===== src/rtl/bpfa_ram.sv =====
// generic single-write, single-read ram with registered read data
// no package dependencies
module bpfa_ram #(
	parameter int WIDTH = 32,
	parameter int DEPTH = 128
) (
	input  logic clk,
	input  logic we,
	input  logic [(DEPTH > 1 ? $clog2(DEPTH) : 1)-1:0] waddr,
	input  logic [WIDTH-1:0] wdata,
	input  logic re,
	input  logic [(DEPTH > 1 ? $clog2(DEPTH) : 1)-1:0] raddr,
	output logic [WIDTH-1:0] rdata
);

	logic [WIDTH-1:0] mem_q [DEPTH];
	logic [WIDTH-1:0] rdata_q;

	always_ff @(posedge clk) begin
		if (we) begin
			mem_q[waddr] <= wdata;
		end
		if (re) begin
			rdata_q <= mem_q[raddr];
		end
	end

	assign rdata = rdata_q;

endmodule


===== config.mk =====
export PLATFORM = sky130hd
export DESIGN_NAME = bpfa_ram
export DESIGN_NICKNAME = d
export VERILOG_FILES = /design/src/rtl/bpfa_ram.sv
export SDC_FILE = /design/constraint.sdc
export NUM_CORES = 2
export LEC_CHECK = 0
export ABC_AREA = 1
export BUFFER_PORTS_ARGS = -buffer_cell sky130_fd_sc_hd__buf_2
export CAP_MARGIN = 20
export CORE_UTILIZATION = 40
export CTS_BUF_LIST = sky130_fd_sc_hd__clkbuf_2
export DETAILED_ROUTE_END_ITERATION = 12
export PLACE_DENSITY = 0.64
export SLEW_MARGIN = 20
export SYNTH_ARGS = -nofsm -noshare
export SYNTH_HDL_FRONTEND = slang
export SYNTH_SLANG_ARGS = --single-unit

===== constraint.sdc =====
create_clock -name clk -period 7.8 [get_ports clk]
set_clock_uncertainty 0.05 [all_clocks]
set_input_delay 1.17 -clock clk [delete_from_list [all_inputs] [get_ports clk]]
set_output_delay 1.17 -clock clk [all_outputs]
set_load 0.02 [all_outputs]

==> results.json <==
{
  "outcome": "complete, but fails checks",
  "violations": "DRC",
  "period_needed_ns": 4.80,
  "critical-path-top-delay-family": "flip-flops",
  "hold_violations": 0,
  "clkLatencyLatePin_ns": 2.33,
  "cts_buffers": 951,
  "post_cts_resized": 0,
  "hold_buffers": 125,
  "rrSetupSlack_ns": 5.21,
  "crit_fanout": 15,
  "final_cells": 20200,
  "place_inst": 18300,
  "drt-vias-per-instance": 5.53,
  "yosys_warnings": 0,
  "power.leakage_nw": 64.0,
  "grt_first_pass_wirelength_um": 710000,
  "grt_setup_unrepaired": "false",
  "clockRootBuffer": "clkbuf_2",
  "fillers": 37100,
  "synth_cell_types": 14,
  "layout-drive-gt1-share_pct": 13.7,
  "drc": 2,
  "cts.path.max_buffers": 4,
  "antenna_found_initial": 40,
  "synth_top_area_share_pct": 75.1,
  "cts_sinks": 4128,
  "finalSetupTns_ns": 0,
  "crit_path_top_delay_cell": "edfxtp_1",
  "cp_slowest_stage_delay_ns": 0.97,
  "postSynthCellCount": 13400,
  "fp.dieH_um": 644,
  "post-route-period-util_pct": 61.5,
  "relSlewSlack_pct": 18.3,
  "cp_cell_sequence": "buf_2",
  "gp_congestion": 0.838,
  "critPathBufInv": 1,
  "required_ns": 6.58,
  "post-route-util_pct": 44.3,
  "die_area_sq_mm": 0.415,
  "yosys-top-cells-area": "edfxtp_1, nand3_1, nand2_1",
  "worstMarginPinSlew_ns": 1.22,
  "clk_pin_slew_ns": 0.11,
  "tritoncts": "built",
  "synth_top_cell_by_area": "edfxtp_1",
  "max_cap_violations": 0,
  "dpl.hpwl_um": 256000,
  "drt_iter0_drc": 15000,
  "dr.pass1.iters": 12,
  "grt-ovfl-total": 0,
  "antenna_left": 0,
  "crit_path_end_kind": "primary output",
  "pre_cts_slack_ns": 2.65,
  "cts_max_level": 6,
  "placed_area_sq_mm": 0.172,
  "area_growth_pct": 10.3,
  "via_count": 112000,
  "grt_util_all_layers_pct": 23.0,
  "synth_nets": 13400,
  "ys_seq_elements": 4128,
  "p_total_mw": 41.0,
  "arrival_ns": 3.58,
  "final_common_cell": "nand2_1",
  "chipWidth_um": 644,
  "max_freq_ghz": 0.208,
  "syn_avg_cell_area_sq_um": 12.3,
  "grt_pass1_vias": 105000,
  "nets": 14000,
  "worst_ir_drop_vdd_mv": 0.149,
  "final_area_sq_mm": 0.182,
  "setup_viol": 0,
  "syn_area_sq_mm": 0.165,
  "post_cts_buffers": 0,
  "setup_ws_ns": 3.00,
  "std_cell_rows": 235,
  "hold_class": "primary input to flop",
  "mostFrequentLayoutCells": "nand2_1, edfxtp_1, nand3_1",
  "final_max_slew_viol_count": 0,
  "io_pins": 81,
  "whs_ns": 0.258,
  "cp-start-kind": "flop",
  "p_per_area_mw_per_mm2": 225,
  "drt-total-wl_um": 492000,
  "portBuffers": 80,
  "path_class": "flop to primary output",
  "core_area_sq_mm": 0.410,
  "initial_core_util_pct": 40.2,
  "grt_max_degree": 171,
  "wl_per_cell_um": 24.4,
  "seq_area_frac_synth_pct": 75.1
}
[power breakdown]
part           internal (mW)  leakage, nW  switching [mW]  total, mW
registers               24.5         37.1          0.0606       24.5
logic                  0.689         20.5            2.24       2.93
clock network           5.10         6.40            8.39       13.5
total                   30.3         64.0            10.7       41.0
[cell families after synthesis]
family / count (synthesis) / synth area share (%)
flip-flops: 4128 / 75.1
AND/OR/NAND/NOR: 8328 / 22.0
buffers and inverters: 933 / 2.84
[layout make-up]
type	instances	area [sq um]	area share [%]
clock buffer	1385	6930	3.81
antenna	69	173	0.0949
clock inverter	271	1430	0.787
sequential	4128	124000	68.1
timing repair buffer	504	5150	2.83
tap	5451	6820	3.75
multi-input combinational	8328	37300	20.5
inverter	24	143	0.0784
[metal layers]
| metal | part of all wire (%) | up-vias | GRT usage (%) |
|---|---|---|---|
| li1 | - | 49800 | - |
| met1 | 39 | 54500 | 31.3 |
| met2 | 47 | 6444 | 36.4 |
| met3 | 11 | 825 | 4.31 |
| met4 | 3.9 | 8 | 9.64 |
| met5 | 0.0093 | - | 0 |
[worst register-to-register path, cell delays in order (launching register included)]
cell           delay [ns]
edfxtp_1             0.38
nand2_1              0.07
nand3_1              0.08
nand3_1              0.13
nand3_1              0.12
nand3_1              0.29
nand3_1              0.24
nand3_1              0.39
nand2_1              0.09
dlygate4sd3_1        0.56
[cells in the mapped netlist]
cell type	number
buf_1	100
buf_2	602
buf_4	86
buf_6	11
buf_8	1
clkbuf_1	109
edfxtp_1	4128
inv_1	20
inv_2	2
inv_4	2
nand2_1	4151
nand3_1	4035
nor2_1	134
nor3_1	8
[final timing paths]
kind | start | end | depth (start not counted)
max | rdata[9]$_DFFE_PP_ | rdata[9] | 1
min | raddr[6] | rdata[24]$_DFFE_PP_ | 5
max reg2reg | mem_q[31][27]$_DFFE_PP_ | rdata[27]$_DFFE_PP_ | 9
min reg2reg | mem_q[46][6]$_DFFE_PP_ | rdata[6]$_DFFE_PP_ | 8
[registers in the layout, indices dropped and copies added, names as in the netlist]
| signal | count |
|---|---|
| rdata | 32 |
| mem_q | 4096 |
Power figures use the tool's default switching activity.
