--- src/rtl/bpfa_div.sv ---
// page number unit: byte offset to page number by a shift, page size a power of two
// no package dependencies; started by the allocator top level
module bpfa_div #(
	parameter int PAGE_BYTES = 4096,
	parameter int QW = 12
) (
	input  logic clk,
	input  logic arst_n,
	input  logic start,
	input  logic [31:0] dividend,
	output logic done,
	output logic [QW-1:0] quotient
);

	localparam int SHIFT = $clog2(PAGE_BYTES);

	logic [QW-1:0] quot_q;
	logic done_q;

	// result is ready the cycle after start
	always_ff @(posedge clk or negedge arst_n) begin
		if (!arst_n) begin
			done_q <= 1'b0;
		end else begin
			done_q <= start;
		end
	end

	// offset is known to be below page size shifted by QW
	always_ff @(posedge clk) begin
		if (start) begin
			quot_q <= QW'(dividend >> SHIFT);
		end
	end

	assign done = done_q;
	assign quotient = quot_q;

endmodule

--- config.mk ---
export PLATFORM = sky130hd
export DESIGN_NAME = bpfa_div
export DESIGN_NICKNAME = d
export VERILOG_FILES = /design/src/rtl/bpfa_div.sv
export SDC_FILE = /design/constraint.sdc
export NUM_CORES = 1
export LEC_CHECK = 0
export ABC_AREA = 0
export BUFFER_PORTS_ARGS = -buffer_cell sky130_fd_sc_hd__buf_2
export CORE_MARGIN = 5
export CORE_UTILIZATION = 25
export DETAILED_ROUTE_END_ITERATION = 12
export HOLD_SLACK_MARGIN = 0.12
export SLEW_MARGIN = 0
export SYNTH_ARGS = -nofsm -noshare
export SYNTH_HDL_FRONTEND = slang
export SYNTH_SLANG_ARGS = --single-unit
--- constraint.sdc ---
create_clock -name clk -period 0.9 [get_ports clk]
set_clock_uncertainty 0.1 [all_clocks]
set_input_delay 0.135 -clock clk [delete_from_list [all_inputs] [get_ports clk]]
set_output_delay 0.135 -clock clk [all_outputs]
set_load 0.005 [all_outputs]
==> flow_summary.toml, run 1 <==
[detailed_routing]
top_layer_used = "met3"
post_drt_wl_per_cell_um = 13.4
dr_wl_met2_um = 451
met3_length_um = 192
totalWireLength_um = 990
postRouteAntennaNets = 0
viasPerCell = 4.12
met1_length_um = 346
drc_errors = 0
first_iter_violations = 0
dr_total_vias = 305
drt_first_pass_iters = 1

[critical_path]
crit_path_max_incr_delay_ps = 370
worstSetupPathType = "reg2out"
cp_cell_sequence = "buf_2"
worstPathMaxFanout = 1
critPathCaptureType = "output port"
start_kind = "flop"
cp.arrival_ps = 780
critPathTopFamily = "flip-flops"
crit_required_ps = 660
crit_slowest_cell = "edfxtp_1"
worst-path-buf-inv = 1

[final_layout]
antenna-diode-count = 0
fill_cells = 119
multi_input_area_um2 = 0
fin_nets = 94
num-multi-input-gates = 0
final_layout_size_suffix_gt1_share_pct = 51.7
syn2layout_area_growth_pct = 84.1

[logic_synthesis]
synth_area_leaders = "edfxtp_1, dfrtp_1"
ys_top_cells_by_count = "edfxtp_1, dfrtp_1"
syn_inst = 13
synth_edf_count = 12
yosysSeqAreaShare_pct = 100
synth.largest_area_cell = "edfxtp_1"
synth_top_area_share_pct = 93.5
yosysWarnings = 0
post-synth-top-count-cell = "edfxtp_1"
synth_area_per_cell_um2 = 29.6
synth_nets = 48
synth_cell_types = 2
ys_seq_elements = 13
synthArstFlopShare_pct = 7.69
synth_area_um2 = 385
synth_top_flop_cell = "edfxtp_1"

[sta]
worst_pin_slew_ps = 174
slew_headroom_pct = 88.4
finalCritPeriodShare_pct = 112
report.final.slew_viol_count = 0
hold_violations = 0
layout_setup_ws_ps = -111
setup_viol = 13
grt_setup_unrepaired = "true"
fmax_mhz = 989
fin_crit_ps = 1010

[clocking]
cts_htree_levels = 1
clk_pin_slew_ps = 70
cts_setup_buffers = 0
cts_inserted_buffers = 3
clockBufferDepth = 2
cts_tree = "done"
clkSinkCount = 13
root_buffer = "clkbuf_4"
cts_hold_buf = 15

[floorplanning]
die_area_um2 = 2430
dieWidth_um = 49.3
core-area_um2 = 1490
start_util_pct = 25.9
boundaryPins = 48
die_h_um = 49.3
row_count = 14

[power]
p_int_mw = 0.972
p_sw_share_pct = 18.8
combPwrFrac_pct = 11.6
power_density_nw_per_um2 = 1690
p_sw_mw = 0.225
pwr-share-seq_pct = 60.3
clkPwrFrac_pct = 28.1
leakage_nw = 0.309
finalPower_mw = 1.20
vdd_drop_max_mv = 0.931

[min_path]
hp-class = "in2async"

[global_route]
grt_usage_pct = 9.56
grt_first_pass_wirelength_um = 1660
grt_overflow = 0
antenna_found_initial = 0
grt_max_degree = 14
grt_pass1_vias = 349

[place]
gp_congestion = 0.569
pre_cts_ws_ps = 68.3
io_buffers = 27

[run]
maxCapViolCount = 0

[status]
violations = "setup timing"
status = "finished, violations left"
==> layer usage <==
metal  up-vias  GRT usage [%]
met1       134           9.00
li1        141              -
met3         0           8.87
met5         -              0
met4         0           2.69
met2        30           14.8
==> placed cells by master, fill, tap and decap left out <==
cell type,synthesis,final
buf_2,0,26
dlygate4sd3_1,0,14
clkbuf_1,0,1
clkbuf_4,0,4
edfxtp_1,12,12
dfrtp_1,1,1
==> metrics by stage <==
| step | setup TNS, ps | area (um2) | std cells | utilization (%) | hold WS, ps |
|---|---|---|---|---|---|
| 6_report | -1240 | 709 | 74 | 47.6 | 77.9 |
| 5_1_grt | -1890 | 709 | 74 | 47.6 | 91.6 |
| 2_1_floorplan | 0 | 385 | 13 | - | -261 |
| 3_3_place_gp | 0 | 541 | 56 | 36.3 | -190 |
| 3_5_place_dp | 0 | 541 | 56 | 36.3 | -188 |
| 4_1_cts | -1460 | 717 | 75 | 48.2 | 149 |
==> sequential cells by signal, summed over array words and instances, names as in the netlist <==
name      cells
done          1
quotient     12
==> worst max path at each step <==
stage	startpoint	end	depth (start not counted)
finish	quotient[3]	quotient[3]	1
global route	quotient[6]	quotient[6]	1
CTS	quotient[3]	quotient[3]	1
detailed placement	start	quotient[1]	1
global placement	start	quotient[5]	1
floorplan	quotient[0]	quotient[0]	0
==> power groups by stage <==
stage | Clock (mW) | Combinational [mW] | Sequential (mW)
3_5_place_dp | 0 | 0.0925 | 0.734
6_report | 0.337 | 0.139 | 0.721
4_1_cts | 0.358 | 0.142 | 0.722
5_1_grt | 0.395 | 0.154 | 0.726
2_1_floorplan | 0 | 0 | 0.743
3_3_place_gp | 0 | 0.0908 | 0.732
==> cells by family after synthesis <==
group / after synthesis / synth area share (%)
DFF: 13 / 100
==> what timing repair did <==
action / CTS / global route
gates resized for setup: 0 / 1
setup endpoints to repair: 13 / 15
gates cloned: 0 / 0
hold endpoints to repair: 14 / 1
==> area by class of cell <==
type	count	area, um2	share of cell area (%)
timing repair buffer	41	278	39.2
clock buffer	4	26.3	3.70
tap	16	20.0	2.82
sequential	13	385	54.3
(Power assumes the default switching activity.)
==> run 2: changes to the inputs <==
--- a/config.mk
+++ b/config.mk
@@ -7,10 +7,13 @@
 export LEC_CHECK = 0
 export ABC_AREA = 0
 export BUFFER_PORTS_ARGS = -buffer_cell sky130_fd_sc_hd__buf_2
+export CELL_PAD_IN_SITES_DETAIL_PLACEMENT = 1
+export CELL_PAD_IN_SITES_GLOBAL_PLACEMENT = 1
 export CORE_MARGIN = 5
-export CORE_UTILIZATION = 25
+export CORE_UTILIZATION = 22
 export DETAILED_ROUTE_END_ITERATION = 12
 export HOLD_SLACK_MARGIN = 0.12
+export PLACE_DENSITY_LB_ADDON = 0.1
 export SLEW_MARGIN = 0
 export SYNTH_ARGS = -nofsm -noshare
 export SYNTH_HDL_FRONTEND = slang
==> run 2 against run 1 <==
  * The run still ends with setup timing left
  * Critical path depth unchanged
  * Flip-flop and latch count is the same
  * Sequential share of layout area is 0.096 points lower
  * Cell count rose by 1.4%
  * Global-route usage fell by 2.5 points
  * First-iteration DRC count grew 1
  * Worst setup slack worse by 7.9 ps
  * Via count shrank 5.6%
  * Combinational power about the same
  * Design area grew 0.18%
  * Clock power increased by 5%
  * Largest cell class unchanged
  * Highest routed layer unchanged
==> flow_summary.toml, run 2 (same netlist as run 1, synthesis figures left out) <==
[power]
p_int_mw = 0.971
leakage_nw = 0.309
vdd_drop_max_mv = 0.697
power_density_nw_per_um2 = 1700
p_sw_share_pct = 19.6
finalPower_mw = 1.21
pwr-share-seq_pct = 59.5
p_sw_mw = 0.237
combPwrFrac_pct = 11.2
clkPwrFrac_pct = 29.3

[detailed_routing]
first_iter_violations = 1
top_layer_used = "met3"
met3_length_um = 130
totalWireLength_um = 849
dr_total_vias = 288
postRouteAntennaNets = 0
post_drt_wl_per_cell_um = 11.3
drt_first_pass_iters = 2
drc_errors = 0
met1_length_um = 289
viasPerCell = 3.84
dr_wl_met2_um = 429

[final_layout]
multi_input_area_um2 = 0
final_layout_size_suffix_gt1_share_pct = 51.7
num-multi-input-gates = 0
finish.utilization_pct = 42.1
register_area_um2 = 385
fin_nets = 94
antenna-diode-count = 0
largest_reg_flops = 12
layout_commonest_cell = "buf_2"
fill_cells = 184
syn2layout_area_growth_pct = 84.4
final_cell_mix = "buf_2, dlygate4sd3_1, edfxtp_1, clkbuf_4"
final_cell_count_no_fill = 75

[critical_path]
crit_path_max_incr_delay_ps = 370
worstPathMaxFanout = 1
critPathTopFamily = "flip-flops"
cp_num_cells = 1
cp.arrival_ps = 780
cp_cell_sequence = "buf_2"
start_kind = "flop"
worst-path-buf-inv = 1
worstSetupPathType = "reg2out"
crit_slowest_cell = "edfxtp_1"
crit_required_ps = 660
critPathCaptureType = "output port"

[sta]
fin_tns_setup_ps = -1250
fmax_mhz = 981
worst_pin_slew_ps = 176
finalCritPeriodShare_pct = 113
layout_setup_ws_ps = -119
report.final.slew_viol_count = 0
fin_crit_ps = 1020
slew_headroom_pct = 88.2
setup_viol = 13
hold_violations = 0
grt_setup_unrepaired = "true"

[clocking]
clk_pin_slew_ps = 80
cts_inserted_buffers = 3
clkSinkCount = 13
cts_tree = "done"
clockBufferDepth = 2
cts_hold_buf = 15
cts_htree_levels = 1
root_buffer = "clkbuf_4"

[floorplanning]
die_area_um2 = 2690
core-area_um2 = 1690
row_count = 15
start_util_pct = 22.8
boundaryPins = 48
die_h_um = 51.9
dieWidth_um = 51.9

[global_route]
antenna_found_initial = 0
grt_pass1_vias = 296
grt_usage_pct = 7.04
grt_max_degree = 14
grt_first_pass_wirelength_um = 1250
grt_overflow = 0

[run]
maxCapViolCount = 0

[place]
dp_cells = 57
gp_congestion = 0.635
io_buffers = 27

[status]
violations = "setup timing"
status = "finished, violations left"

[min_path]
hp-class = "in2async"
run 2: cell counts in the layout (fill, tap and decap cells not counted):
No cell type changed its count.
run 2: cell type report:
type	count	share of cell area [%]
Clock buffer	4	3.70
Sequential cell	13	54.2
Tap cell	17	2.99
Timing Repair Buffer	41	39.1
run 2: layer usage:
| metal | track usage [%] | vias to the layer above |
|---|---|---|
| met3 | 6.59 | 0 |
| met2 | 11.7 | 19 |
| met5 | 0 | - |
| met1 | 5.10 | 129 |
| li1 | - | 140 |
| met4 | 3.93 | 0 |
run 2: timing repair:
item	CTS	global route
resized for setup	0	1
endpoints found under the setup margin	13	15
endpoints found under the hold margin	14	1
buffers inserted	0	0
run 2: stage by stage:
| stage | cell area [um2] | hold WS [ps] | setup WS [ps] |
|---|---|---|---|
| after floorplan | 385 | -261 | 310 |
| final | 711 | 58.2 | -119 |
| after CTS | 718 | 150 | -142 |
| after detailed placement | 542 | -189 | 52.4 |
| after global placement | 542 | -190 | 62.3 |
| after global routing | 711 | 68.5 | -151 |
run 2: final timing paths:
check | to | from
max | quotient[11] | quotient[11]
min in group clk | quotient[8] | start
min | done | arst_n
max in group asynchronous | done | arst_n
run 2: power by group through the flow:
stage                     logic [mW]  registers (mW)  clock network, mW
after floorplan                    0           0.743                  0
after global placement        0.0908           0.732                  0
after detailed placement      0.0914           0.734                  0
after CTS                      0.142           0.720              0.375
after global routing           0.150           0.723              0.390
final                          0.136           0.719              0.354
==> run 3: changes to the inputs <==
--- a/config.mk
+++ b/config.mk
@@ -14,6 +14,7 @@
 export DETAILED_ROUTE_END_ITERATION = 12
 export HOLD_SLACK_MARGIN = 0.12
 export PLACE_DENSITY_LB_ADDON = 0.1
+export RECOVER_POWER = 25
 export SLEW_MARGIN = 0
 export SYNTH_ARGS = -nofsm -noshare
 export SYNTH_HDL_FRONTEND = slang
==> run 3 against run 2 <==
  * The run still ends with setup timing left
  * Sequential power about the same
  * Hold slack worse by 13 ps
  * Worst setup slack about the same
  * Via count rose by 0.35%
  * Combinational power about the same
  * Wire length is the same
  * Largest cell class unchanged
  * Largest power group unchanged
  * Highest routed layer unchanged
==> flow_summary.toml, run 3 (same netlist as run 1, synthesis figures left out) <==
[status]
status = "finished, violations left"
violations = "setup timing"

[critical_path]
worstPathMaxFanout = 1
cp_num_cells = 1
cp.arrival_ps = 780
worstSetupPathType = "reg2out"
crit_required_ps = 660
worst-path-buf-inv = 1
critPathTopFamily = "flip-flops"
critPathCaptureType = "output port"
start_kind = "flop"
crit_start = "quotient[11]"
crit_slowest_cell = "edfxtp_1"
crit_path_max_incr_delay_ps = 370
cp_cell_sequence = "buf_2"

[global_route]
grt_first_pass_wirelength_um = 1250
grt_overflow = 0
antenna_found_initial = 0
grt_usage_pct = 7.04
grt_pass1_vias = 296
grt_max_degree = 14

[floorplanning]
boundaryPins = 48
dieWidth_um = 51.9
row_count = 15
start_util_pct = 22.8
core-area_um2 = 1690
die_area_um2 = 2690
die_h_um = 51.9

[detailed_routing]
dr_total_vias = 289
post_drt_wl_per_cell_um = 11.3
drt_first_pass_iters = 2
drc_errors = 0
postRouteAntennaNets = 0
totalWireLength_um = 849
first_iter_violations = 1
viasPerCell = 3.85

[sta]
whs_ps = 45.6
layout_setup_ws_ps = -120
fmax_mhz = 981
grt_setup_unrepaired = "true"
hold_violations = 0
setup_viol = 14
report.final.slew_viol_count = 0
fin_tns_setup_ps = -1260
slew_headroom_pct = 79.2
finalCritPeriodShare_pct = 113
worst_pin_slew_ps = 311
fin_crit_ps = 1020

[place]
pre_cts_ws_ps = 52.4
io_buffers = 27
gp_congestion = 0.635

[final_layout]
finish.utilization_pct = 41.9
layout_commonest_cell = "buf_2"
fin_nets = 94
largest_reg_flops = 12
final_cell_mix = "buf_2, dlygate4sd3_1, edfxtp_1, clkbuf_4, clkbuf_1"
multi_input_area_um2 = 0
syn2layout_area_growth_pct = 83.4
antenna-diode-count = 0
final_layout_size_suffix_gt1_share_pct = 50.0
num-multi-input-gates = 0

[power]
finalPower_mw = 1.21
leakage_nw = 0.306
power_density_nw_per_um2 = 1710
vdd_drop_max_mv = 0.702

[clocking]
root_buffer = "clkbuf_4"
cts_hold_buf = 15
clockBufferDepth = 2
clk_pin_slew_ps = 80
clkSinkCount = 13
cts_setup_buffers = 0
cts_htree_levels = 1
cts_tree = "done"
cts_inserted_buffers = 3

[min_path]
hp-class = "in2async"

[run]
maxCapViolCount = 0
-- run 3: worst paths after layout --
check                                to  slack (ps)
max                        quotient[11]        -120
min                                done          50
max in group asynchronous          done         560
min in group clk            quotient[8]         200
-- run 3: layout make-up --
| type | instances | area (um2) |
|---|---|---|
| Sequential cell | 13 | 385 |
| Fill cell | 183 | 982 |
| Timing Repair Buffer | 41 | 274 |
| Clock buffer | 4 | 26.3 |
| Tap cell | 17 | 21.3 |
-- run 3: routing by layer --
| metal | GRT usage [%] | wire, um | vias up |
|---|---|---|---|
| met4 | 3.93 | 0 | 0 |
| met2 | 11.7 | 429 | 19 |
| met3 | 6.59 | 130 | 0 |
| li1 | - | - | 140 |
| met1 | 5.10 | 289 | 130 |
| met5 | 0 | 0 | - |
-- run 3: where the power goes --
part	internal (mW)	total [mW]	switching, mW
clock network	0.172	0.354	0.182
logic	0.0877	0.134	0.0463
registers	0.710	0.719	0.00893
total	0.970	1.21	0.238
-- run 3: timing repair --
item | 4_1_cts | 5_1_grt
hold endpoints to repair | 14 | 1
gates resized for setup | 0 | 1
endpoints found under the setup margin | 13 | 15
-- run 3: through the flow --
stage               cells  instance area [um2]
floorplan              13                  385
global placement       57                  542
detailed placement     57                  542
CTS                    76                  718
global route           75                  707
finish                 75                  707
